==> config.mk <==
export PLATFORM = sky130hd
export DESIGN_NAME = robin_hood_hash_table
export DESIGN_NICKNAME = d
export VERILOG_FILES = /design/src/sv/rhh_pkg.sv /design/src/sv/rhh_ram.sv /design/src/sv/rhh_fifo.sv /design/src/sv/rhh_front.sv /design/src/sv/rhh_back.sv /design/src/sv/robin_hood_hash_table.sv
export SDC_FILE = /design/constraint.sdc
export NUM_CORES = 2
export LEC_CHECK = 0
export BUFFER_PORTS_ARGS = -buffer_cell sky130_fd_sc_hd__buf_2
export CAP_MARGIN = 5
export CORE_UTILIZATION = 55
export CTS_BUF_LIST = sky130_fd_sc_hd__clkbuf_4 sky130_fd_sc_hd__clkbuf_8
export DETAILED_ROUTE_END_ITERATION = 10
export GPL_TIMING_DRIVEN = 0
export PLACE_DENSITY = 0.71
export SYNTH_ARGS = -nofsm -noshare
export SYNTH_HDL_FRONTEND = slang
export SYNTH_HIERARCHICAL = 1
export SYNTH_SLANG_ARGS = --single-unit
==> constraint.sdc <==
create_clock -name clk_i -period 14.9 [get_ports clk_i]
set_input_delay 0.745 -clock clk_i [delete_from_list [all_inputs] [get_ports clk_i]]
set_output_delay 0.745 -clock clk_i [all_outputs]
set_load 0.03 [all_outputs]
==> src/sv/rhh_pkg.sv <==
// ----------------------------------------------------------------------------
// rhh_pkg
// Shared types and codes for the Robin Hood hash table block.
// ----------------------------------------------------------------------------
package rhh_pkg;

  // Request action codes.
  localparam logic [1:0] ACT_INSERT = 2'd0;
  localparam logic [1:0] ACT_LOOKUP = 2'd1;
  localparam logic [1:0] ACT_REMOVE = 2'd2;
  localparam logic [1:0] ACT_UNUSED = 2'd3;

  // Result status codes.
  localparam logic [1:0] ST_OK        = 2'd0;
  localparam logic [1:0] ST_NOT_FOUND = 2'd1;
  localparam logic [1:0] ST_FULL      = 2'd2;

  // Width of the precomputed hash.
  localparam int HASH_W = 32;

  typedef struct packed {
    logic [1:0]  action;
    logic [31:0] lookup_key;
    logic [31:0] key_hash;
    logic [31:0] entry_value;
  } req_t;

  typedef struct packed {
    logic        hit;
    logic [31:0] read_value;
    logic [1:0]  status;
    logic [4:0]  stored_count;
  } rsp_t;

  typedef enum logic [1:0] {
    FR_IDLE,
    FR_MOD,
    FR_PUSH
  } front_state_e;

  typedef enum logic [2:0] {
    BK_CLEAR,
    BK_IDLE,
    BK_START,
    BK_FIND,
    BK_PSTART,
    BK_PLACE,
    BK_SHIFT,
    BK_DONE
  } back_state_e;

endpackage

==> src/sv/rhh_ram.sv <==
// ----------------------------------------------------------------------------
// rhh_ram
// Generic single-write, single-read memory with a registered read port.
// ----------------------------------------------------------------------------
module rhh_ram #(
  parameter int WIDTH = 8,
  parameter int DEPTH = 16
) (
  input  logic                     clk_i,
  input  logic                     we_i,
  input  logic [$clog2(DEPTH)-1:0] waddr_i,
  input  logic [WIDTH-1:0]         wdata_i,
  input  logic [$clog2(DEPTH)-1:0] raddr_i,
  output logic [WIDTH-1:0]         rdata_o
);

  logic [WIDTH-1:0] mem_q [DEPTH];
  logic [WIDTH-1:0] rdata_q;

  // Write port.
  always_ff @(posedge clk_i) begin
    if (we_i) begin
      mem_q[waddr_i] <= wdata_i;
    end
  end

  // Registered read port.
  always_ff @(posedge clk_i) begin
    rdata_q <= mem_q[raddr_i];
  end

  assign rdata_o = rdata_q;

endmodule

==> src/sv/rhh_fifo.sv <==
// ----------------------------------------------------------------------------
// rhh_fifo
// Two-entry queue between the front and the back of the table.
// ----------------------------------------------------------------------------
module rhh_fifo #(
  parameter int WIDTH = 8
) (
  input  logic             clk_i,
  input  logic             rst_ni,
  input  logic             push_i,
  input  logic [WIDTH-1:0] wdata_i,
  output logic             full_o,
  input  logic             pop_i,
  output logic             valid_o,
  output logic [WIDTH-1:0] rdata_o
);

  logic [WIDTH-1:0] data_q [2];
  logic             wr_ptr_q, rd_ptr_q;
  logic [1:0]       cnt_q;

  assign full_o  = (cnt_q == 2'd2);
  assign valid_o = (cnt_q != 2'd0);
  assign rdata_o = data_q[rd_ptr_q];

  // Storage; payload needs no reset.
  always_ff @(posedge clk_i) begin
    if (push_i && !full_o) begin
      data_q[wr_ptr_q] <= wdata_i;
    end
  end

  // Pointers and fill level.
  always_ff @(posedge clk_i or negedge rst_ni) begin
    if (!rst_ni) begin
      wr_ptr_q <= 1'b0;
      rd_ptr_q <= 1'b0;
      cnt_q    <= 2'd0;
    end else begin
      if (push_i && !full_o) wr_ptr_q <= ~wr_ptr_q;
      if (pop_i && valid_o) rd_ptr_q <= ~rd_ptr_q;
      cnt_q <= cnt_q + 2'(push_i && !full_o) - 2'(pop_i && valid_o);
    end
  end

endmodule

==> src/sv/rhh_front.sv <==
// ----------------------------------------------------------------------------
// rhh_front
// Accepts requests and reduces the hash to a home slot by reciprocal multiply.
// ----------------------------------------------------------------------------
module rhh_front #(
  parameter int CAPACITY = 16
) (
  input  logic              clk_i,
  input  logic              rst_ni,
  input  logic              en_i,
  input  logic              in_valid_i,
  output logic              in_stall_o,
  input  rhh_pkg::req_t     in_data_i,
  output logic              push_o,
  output rhh_pkg::req_t     push_req_o,
  output logic [$clog2(CAPACITY)-1:0] push_home_o,
  input  logic              full_i
);
  import rhh_pkg::*;

  localparam int IW     = $clog2(CAPACITY);
  localparam int QSHIFT = HASH_W + IW;
  localparam int PW     = 2 * HASH_W + 1;
  // Reciprocal rounded up; the quotient is exact for every hash value.
  localparam logic [HASH_W:0] RECIP = (HASH_W + 1)'(
    ((64'd1 << QSHIFT) + 64'(CAPACITY) - 64'd1) / 64'(CAPACITY));
  localparam logic [HASH_W-1:0] CAP_W = HASH_W'(CAPACITY);

  front_state_e       state_q, state_d;
  req_t               req_q;
  logic [PW-1:0]      prod;
  logic [HASH_W-1:0]  quot_q, quot_d, rem;
  logic               accept;

  assign accept = (state_q == FR_IDLE) && en_i && in_valid_i;

  // Next state.
  always_comb begin
    state_d = state_q;
    case (state_q)
      FR_IDLE: if (accept) state_d = FR_MOD;
      FR_MOD:  state_d = FR_PUSH;
      FR_PUSH: if (!full_i) state_d = FR_IDLE;
      default: state_d = FR_IDLE;
    endcase
  end

  // Outputs.
  always_comb begin
    in_stall_o = !((state_q == FR_IDLE) && en_i);
    push_o     = (state_q == FR_PUSH);
  end

  // Quotient is registered in FR_MOD; the remainder is formed from it in FR_PUSH.
  assign prod   = PW'(req_q.key_hash) * PW'(RECIP);
  assign quot_d = HASH_W'(prod >> QSHIFT);
  assign rem    = req_q.key_hash - quot_q * CAP_W;

  assign push_req_o  = req_q;
  assign push_home_o = rem[IW-1:0];

  always_ff @(posedge clk_i or negedge rst_ni) begin
    if (!rst_ni) begin
      state_q <= FR_IDLE;
    end else begin
      state_q <= state_d;
    end
  end

  // Datapath.
  always_ff @(posedge clk_i) begin
    if (accept) begin
      req_q <= in_data_i;
    end
    if (state_q == FR_MOD) begin
      quot_q <= quot_d;
    end
  end

endmodule

==> src/sv/rhh_back.sv <==
// ----------------------------------------------------------------------------
// rhh_back
// Probe sequencer: find, Robin Hood placement and backward-shift delete.
// ----------------------------------------------------------------------------
module rhh_back #(
  parameter int CAPACITY    = 16,
  parameter int KEY_WIDTH   = 32,
  parameter int VALUE_WIDTH = 32
) (
  input  logic                        clk_i,
  input  logic                        rst_ni,
  output logic                        ready_o,
  input  logic                        q_valid_i,
  input  rhh_pkg::req_t               q_req_i,
  input  logic [$clog2(CAPACITY)-1:0] q_home_i,
  output logic                        q_pop_o,
  output logic                        out_valid_o,
  input  logic                        out_stall_i,
  output rhh_pkg::rsp_t               out_data_o
);
  import rhh_pkg::*;

  localparam int IW = $clog2(CAPACITY);
  localparam int DW = IW;
  localparam int CW = $clog2(CAPACITY + 1);
  localparam int KW = KEY_WIDTH;
  localparam int VW = VALUE_WIDTH;
  localparam int WW = 1 + DW + KW + VW;

  back_state_e     state_q, state_d;
  logic [1:0]      act_q;
  logic [KW-1:0]   key_q, ck_q;
  logic [VW-1:0]   val_q, cv_q;
  logic [IW-1:0]   home_q, p_q, clr_q, p_nxt;
  logic [DW-1:0]   cd_q;
  logic [CW-1:0]   n_q, count_q;
  logic            hit_q, out_valid_q;
  logic [31:0]     rv_q;
  logic [1:0]      st_q;
  rsp_t            out_q;

  logic            we;
  logic [IW-1:0]   waddr, raddr;
  logic [WW-1:0]   wdata, rdata;
  logic            rvld;
  logic [DW-1:0]   rdist;
  logic [KW-1:0]   rkey;
  logic [VW-1:0]   rval;
  logic            match, last, free, swap, shift_stop, out_free;

  rhh_ram #(.WIDTH(WW), .DEPTH(CAPACITY)) u_ram (
    .clk_i  (clk_i),
    .we_i   (we),
    .waddr_i(waddr),
    .wdata_i(wdata),
    .raddr_i(raddr),
    .rdata_o(rdata)
  );

  // Slot word fields.
  assign rvld  = rdata[WW-1];
  assign rdist = rdata[KW+VW +: DW];
  assign rkey  = rdata[VW +: KW];
  assign rval  = rdata[VW-1:0];

  assign p_nxt      = (p_q == IW'(CAPACITY - 1)) ? '0 : p_q + IW'(1);
  assign match      = rvld && (rkey == key_q);
  assign last       = (n_q == CW'(CAPACITY - 1));
  assign free       = !rvld;
  assign swap       = rvld && (rdist < cd_q);
  assign shift_stop = !rvld || (rdist == '0) || last;
  assign out_free   = !out_valid_q || !out_stall_i;

  assign ready_o     = (state_q != BK_CLEAR);
  assign out_valid_o = out_valid_q;
  assign out_data_o  = out_q;

  // Next state.
  always_comb begin
    state_d = state_q;
    case (state_q)
      BK_CLEAR: if (clr_q == IW'(CAPACITY - 1)) state_d = BK_IDLE;
      BK_IDLE:  if (q_valid_i) state_d = BK_START;
      BK_START: state_d = (act_q == ACT_UNUSED) ? BK_DONE : BK_FIND;
      BK_FIND: begin
        if (match) begin
          state_d = (act_q == ACT_REMOVE) ? BK_SHIFT : BK_DONE;
        end else if (free || last) begin
          if (act_q == ACT_INSERT && count_q != CW'(CAPACITY)) state_d = BK_PSTART;
          else state_d = BK_DONE;
        end
      end
      BK_PSTART: state_d = BK_PLACE;
      BK_PLACE:  if (free) state_d = BK_DONE;
      BK_SHIFT:  if (shift_stop) state_d = BK_DONE;
      BK_DONE:   if (out_free) state_d = BK_IDLE;
      default:   state_d = BK_IDLE;
    endcase
  end

  // Memory controls and queue pop.
  always_comb begin
    we      = 1'b0;
    waddr   = p_q;
    wdata   = '0;
    raddr   = p_nxt;
    q_pop_o = 1'b0;
    case (state_q)
      BK_CLEAR: begin
        we    = 1'b1;
        waddr = clr_q;
      end
      BK_IDLE:   q_pop_o = q_valid_i;
      BK_START:  raddr = home_q;
      BK_PSTART: raddr = home_q;
      BK_FIND: begin
        if (match && act_q == ACT_INSERT) begin
          we    = 1'b1;
          wdata = {1'b1, rdist, rkey, val_q};
        end
      end
      BK_PLACE: begin
        if (free || swap) begin
          we    = 1'b1;
          wdata = {1'b1, cd_q, ck_q, cv_q};
        end
      end
      BK_SHIFT: begin
        we = 1'b1;
        if (shift_stop) wdata = '0;
        else wdata = {1'b1, rdist - DW'(1), rkey, rval};
        // Read ahead one past the slot being moved back.
        raddr = (p_nxt == IW'(CAPACITY - 1)) ? '0 : p_nxt + IW'(1);
      end
      default: ;
    endcase
  end

  // Control registers.
  always_ff @(posedge clk_i or negedge rst_ni) begin
    if (!rst_ni) begin
      state_q     <= BK_CLEAR;
      clr_q       <= '0;
      count_q     <= '0;
      out_valid_q <= 1'b0;
    end else begin
      state_q <= state_d;
      if (state_q == BK_CLEAR) clr_q <= clr_q + IW'(1);
      if (state_q == BK_PLACE && free) count_q <= count_q + CW'(1);
      if (state_q == BK_SHIFT && shift_stop) count_q <= count_q - CW'(1);
      if (state_q == BK_DONE && out_free) out_valid_q <= 1'b1;
      else if (!out_stall_i) out_valid_q <= 1'b0;
    end
  end

  // Datapath registers.
  always_ff @(posedge clk_i) begin
    case (state_q)
      BK_IDLE: begin
        act_q  <= q_req_i.action;
        key_q  <= KW'(q_req_i.lookup_key);
        val_q  <= VW'(q_req_i.entry_value);
        home_q <= q_home_i;
      end
      BK_START: begin
        p_q   <= home_q;
        n_q   <= '0;
        hit_q <= 1'b0;
        rv_q  <= '0;
        st_q  <= ST_OK;
      end
      BK_FIND: begin
        if (match) begin
          hit_q <= 1'b1;
          n_q   <= '0;
          if (act_q == ACT_LOOKUP) rv_q <= 32'(rval);
        end else if (free || last) begin
          if (act_q != ACT_INSERT) st_q <= ST_NOT_FOUND;
          else if (count_q == CW'(CAPACITY)) st_q <= ST_FULL;
        end else begin
          p_q <= p_nxt;
          n_q <= n_q + CW'(1);
        end
      end
      BK_PSTART: begin
        p_q  <= home_q;
        ck_q <= key_q;
        cv_q <= val_q;
        cd_q <= '0;
      end
      BK_PLACE: begin
        p_q <= p_nxt;
        if (swap) begin
          ck_q <= rkey;
          cv_q <= rval;
          cd_q <= rdist + DW'(1);
        end else begin
          cd_q <= cd_q + DW'(1);
        end
      end
      BK_SHIFT: begin
        if (!shift_stop) begin
          p_q <= p_nxt;
          n_q <= n_q + CW'(1);
        end
      end
      BK_DONE: begin
        if (out_free) begin
          out_q.hit          <= hit_q;
          out_q.read_value   <= rv_q;
          out_q.status       <= st_q;
          out_q.stored_count <= 5'(count_q);
        end
      end
      default: ;
    endcase
  end

endmodule

==> src/sv/robin_hood_hash_table.sv <==
// ----------------------------------------------------------------------------
// robin_hood_hash_table
// Fixed-capacity key/value map with Robin Hood probing and shift-back delete.
// ----------------------------------------------------------------------------
// Requests enter on the in channel (in_valid_i, in_stall_o, in_data_i) as
// one beat: action, key, precomputed hash and value. Each request returns
// exactly one response beat on the out channel (out_valid_o, out_stall_i,
// out_data_o) with hit flag, read value, status and occupancy.
// The front cannot take a new beat until it has pushed the last one: it forms
// the home slot by a reciprocal multiply and hands the request to the back
// through a two-entry queue, so the next request is prepared while the back
// works. The back walks the probe chain in the slot memory one slot per
// cycle: a lookup responds when its probe chain ends, an insert of a new key
// adds a second walk to the first free slot, a remove adds the backward shift.
// After reset the back sweeps the slot memory clear and no request is taken
// until then. A stalled response holds in the output register; the back then
// waits, and the queue and front fill before the in channel stalls for good.
// ----------------------------------------------------------------------------
module robin_hood_hash_table #(
  parameter int CAPACITY    = 16,
  parameter int KEY_WIDTH   = 32,
  parameter int VALUE_WIDTH = 32
) (
  input  logic          clk_i,
  input  logic          rst_ni,
  input  logic          in_valid_i,
  output logic          in_stall_o,
  input  rhh_pkg::req_t in_data_i,
  output logic          out_valid_o,
  input  logic          out_stall_i,
  output rhh_pkg::rsp_t out_data_o
);
  import rhh_pkg::*;

  localparam int IW = $clog2(CAPACITY);
  localparam int QW = $bits(req_t) + IW;

  logic          ready, push, full, pop, q_valid;
  req_t          push_req;
  logic [IW-1:0] push_home;
  logic [QW-1:0] q_data;

  // Front: accept and compute home slot.
  rhh_front #(.CAPACITY(CAPACITY)) u_front (
    .clk_i      (clk_i),
    .rst_ni     (rst_ni),
    .en_i       (ready),
    .in_valid_i (in_valid_i),
    .in_stall_o (in_stall_o),
    .in_data_i  (in_data_i),
    .push_o     (push),
    .push_req_o (push_req),
    .push_home_o(push_home),
    .full_i     (full)
  );

  // Queue between front and back.
  rhh_fifo #(.WIDTH(QW)) u_fifo (
    .clk_i  (clk_i),
    .rst_ni (rst_ni),
    .push_i (push),
    .wdata_i({push_req, push_home}),
    .full_o (full),
    .pop_i  (pop),
    .valid_o(q_valid),
    .rdata_o(q_data)
  );

  // Back: probe sequencer over the slot memory.
  rhh_back #(
    .CAPACITY   (CAPACITY),
    .KEY_WIDTH  (KEY_WIDTH),
    .VALUE_WIDTH(VALUE_WIDTH)
  ) u_back (
    .clk_i      (clk_i),
    .rst_ni     (rst_ni),
    .ready_o    (ready),
    .q_valid_i  (q_valid),
    .q_req_i    (q_data[QW-1:IW]),
    .q_home_i   (q_data[IW-1:0]),
    .q_pop_o    (pop),
    .out_valid_o(out_valid_o),
    .out_stall_i(out_stall_i),
    .out_data_o (out_data_o)
  );

endmodule
==> out/qor.csv <==
metric,value,unit
maximum clock path buffer count,4,
Yosys warnings,6,
htree depth,5,
vias per cell,6.186,
Post-CTS Setup Inserts,0,
Comb pwr share,0.374,
outcome,"finished, final reports clean",
CP cell instances,"clkbuf_1, nor2b_1, clkbuf_1, nand2_1, inv_1, nand2_1, nor4_4, a311o_1, nand3b_1, nor3_2, buf_6, buf_8, buf_6, buf_6",
syn nets,3115,
DIE AREA,112000,µm²
Design Power,16500,µW
worst stage delay on the critical path,0.92,ns
Synth Instances,2997,
critical path launch point type,flip-flop,
Tmin final,5.533,ns
clock share of power,0.231,
final core utilization,0.6500,
Buffers & Inverters on Critical Path,7,
pre-CTS WS,9.489,ns
Initial Util,0.5568,
vias in the first global route,33140,
Worst Tran Pin Value,1.454,ns
LEAKAGE,0.02423,µW
core area,109300,µm²
Remaining DRCs,0,
Layout Skew,0.08714,ns
RePlAce Congestion,0.8328,
clock root buffer,clkbuf_8,
gr ovfl total,0,
CTS Hold Buffers Added,70,
CTS Buf Count,274,
Die Y,334.7,µm
"Clk Latency, worst-skew pair",0.95,ns
crit path DAT,6.14,ns
layout cell share with drive strength beyond 1,0.2864,
post-cts resize count,0,
critical-path maximum fanout,10,
Rows,121,
setup slack after layout,9.367,ns
worst r2r path cells,14,
synthesized area,60860,µm²
Slew Limit Fails,0,
r2r endpoint,u_back/u_ram/mem_q[8][56]$_DFFE_PP_,
critical path depth in cells,14,
DRT Wirelength,149700,µm
routed length per instance,28.64,µm
fin nets,3672,
Final setup viols,0,
Fin Setup TNS,0,ns
via count,32330,
Final Non-Filler Cells,5227,
iteration-0 DRC count of the detailed router,4590,
placed insts,4681,
maximum VDD drop,0.1633,mV
CTS tree,yes,
number of fill cells,7063,
RR Startpoint,u_back/state_q[2]$_DFFE_PN0P_,
crit path kind,flip-flop to flip-flop,
DR pass1 iterations,7,
initial antenna violation count,7,
CP Data Required Time,15.51,ns
Final Hold Viols,0,
Int Pwr,10670,µW
max_slew headroom,0.02427,
largest net degree at the start of global routing,44,
Setup crit end,u_back/u_ram/mem_q[8][56]$_DFFE_PP_,
synthesized area per cell,20.31,µm²
unrepaired setup endpoints after global routing,no,
fmax,0.1807,GHz
gr usage total,0.2711,
NetSw,5833,µW
clk sinks,1624,
crit path capture type,flip-flop,
die span in x,334.7,µm
Synth-to-Final Area Change,16.74,%
R2R Setup Slk,9.37,ns
"Top cell by count, worst path",buf_6,
number of buffers added on ports,115,
Hold Path Stages,1,
HPWL after detailed placement,93870,µm
Tcrit/Tclk final,0.3713,
clock slew at reported path FFs,0.06,ns
Crit path max-delay family,simple AND/OR/NAND/NOR gates,
Worst Hold Class,input pin to flip-flop,
CP startpoint,u_back/state_q[2]$_DFFE_PN0P_,
switching part of the total,0.3535,
Worst path slowest cell,nor4_4,
Power per Cell Area,232.2,nW/µm²
share of power burned in registers,0.395,
IO Pins,144,
MaxCap Viol Count,0,
first-pass GRT wire length,216900,µm
Final ANT Viol Nets,0,
[metal layers]
layer | track usage | vias to the layer above | routed length, µm
met5 | 0 | - | 27
met4 | 0.1128 | 4 | 5813
met3 | 0.05904 | 413 | 16220
met2 | 0.4341 | 2168 | 72430
met1 | 0.3644 | 16470 | 55240
li1 | - | 13280 | -
[worst min path at each step]
stage	startpoint	to	slack (ns)
2_1_floorplan	u_back/rv_q[3]$_SDFFCE_PN0P_	u_back/out_data_o[10]$_DFFE_PP_	0.40
3_5_place_dp	u_back/rv_q[10]$_SDFFCE_PN0P_	u_back/out_data_o[17]$_DFFE_PP_	0.40
3_3_place_gp	u_back/rv_q[28]$_SDFFCE_PN0P_	u_back/out_data_o[35]$_DFFE_PP_	0.41
4_1_cts	in_data_i[94]	u_front/push_req_o[94]$_DFFE_PP_	0.005
6_report	in_data_i[94]	u_front/push_req_o[94]$_DFFE_PP_	0.05
5_1_grt	in_data_i[94]	u_front/push_req_o[94]$_DFFE_PP_	0.02
[power groups by stage]
stage | registers [µW] | clock network, µW | logic, µW
after floorplan | 6570 | 0 | 3880
after global placement | 6690 | 0 | 5720
after detailed placement | 6590 | 0 | 6080
after CTS | 6510 | 3850 | 6130
after global routing | 6560 | 4050 | 6490
final | 6520 | 3810 | 6180
[state kept, by name (all words and copies together), names as in the netlist, 5 cells and up]
register / flops
u_back/count_q: 5
u_back/val_q: 32
u_back/u_ram/rdata_o: 69
u_back/cv_q: 32
u_back/rv_q: 32
u_back/key_q: 32
u_back/n_q: 5
u_back/out_data_o: 40
u_back/ck_q: 32
u_fifo/data_q: 140
u_front/push_req_o: 70
u_back/u_ram/mem_q: 1104
[through the flow]
step	hold WS, ns	instance area (µm²)
6_report	0.05344	71050
3_5_place_dp	0.4045	65090
2_1_floorplan	0.4003	60860
5_1_grt	0.02159	71050
4_1_cts	0.005151	71010
3_3_place_gp	0.4060	63280
[worst reg2reg max path: cells and delay by family (launching register included)]
| family | cells | cell delay [ns] |
|---|---|---|
| and+or+nand+nor | 6 | 2.65 |
| buffers and inverters | 7 | 1.82 |
| AOI/OAI and AO/OA | 1 | 0.38 |
| DFF | 1 | 0.37 |
[placed cells by master (no fill, tap or decap), drive strengths merged, types with 19 or more instances in the layout]
cell type	n
xor2	36
mux2	72
nand2	299
dfxtp	69
dlygate4sd3	70
dfrtp	19
inv	60
buf	292
clkinv	81
a22o	32
clkbuf	439
edfxtp	1536
a21oi	26
and3	42
a22oi	171
nor2	33
mux4	276
o21ai	55
[cell type report]
cell class,count,area [µm²],share of cell area
timing repair buffer,281,2940,0.04138
tap,1476,1847,0.02599
multi-input combinational,1167,12010,0.1690
clock inverter,98,606.8,0.008541
antenna,4,10.01,0.0001409
clock buffer,371,4618,0.06500
inverter,57,214.0,0.003011
buffer,149,829.5,0.01168
sequential,1624,47980,0.6753
Power figures use the tool's default switching activity.
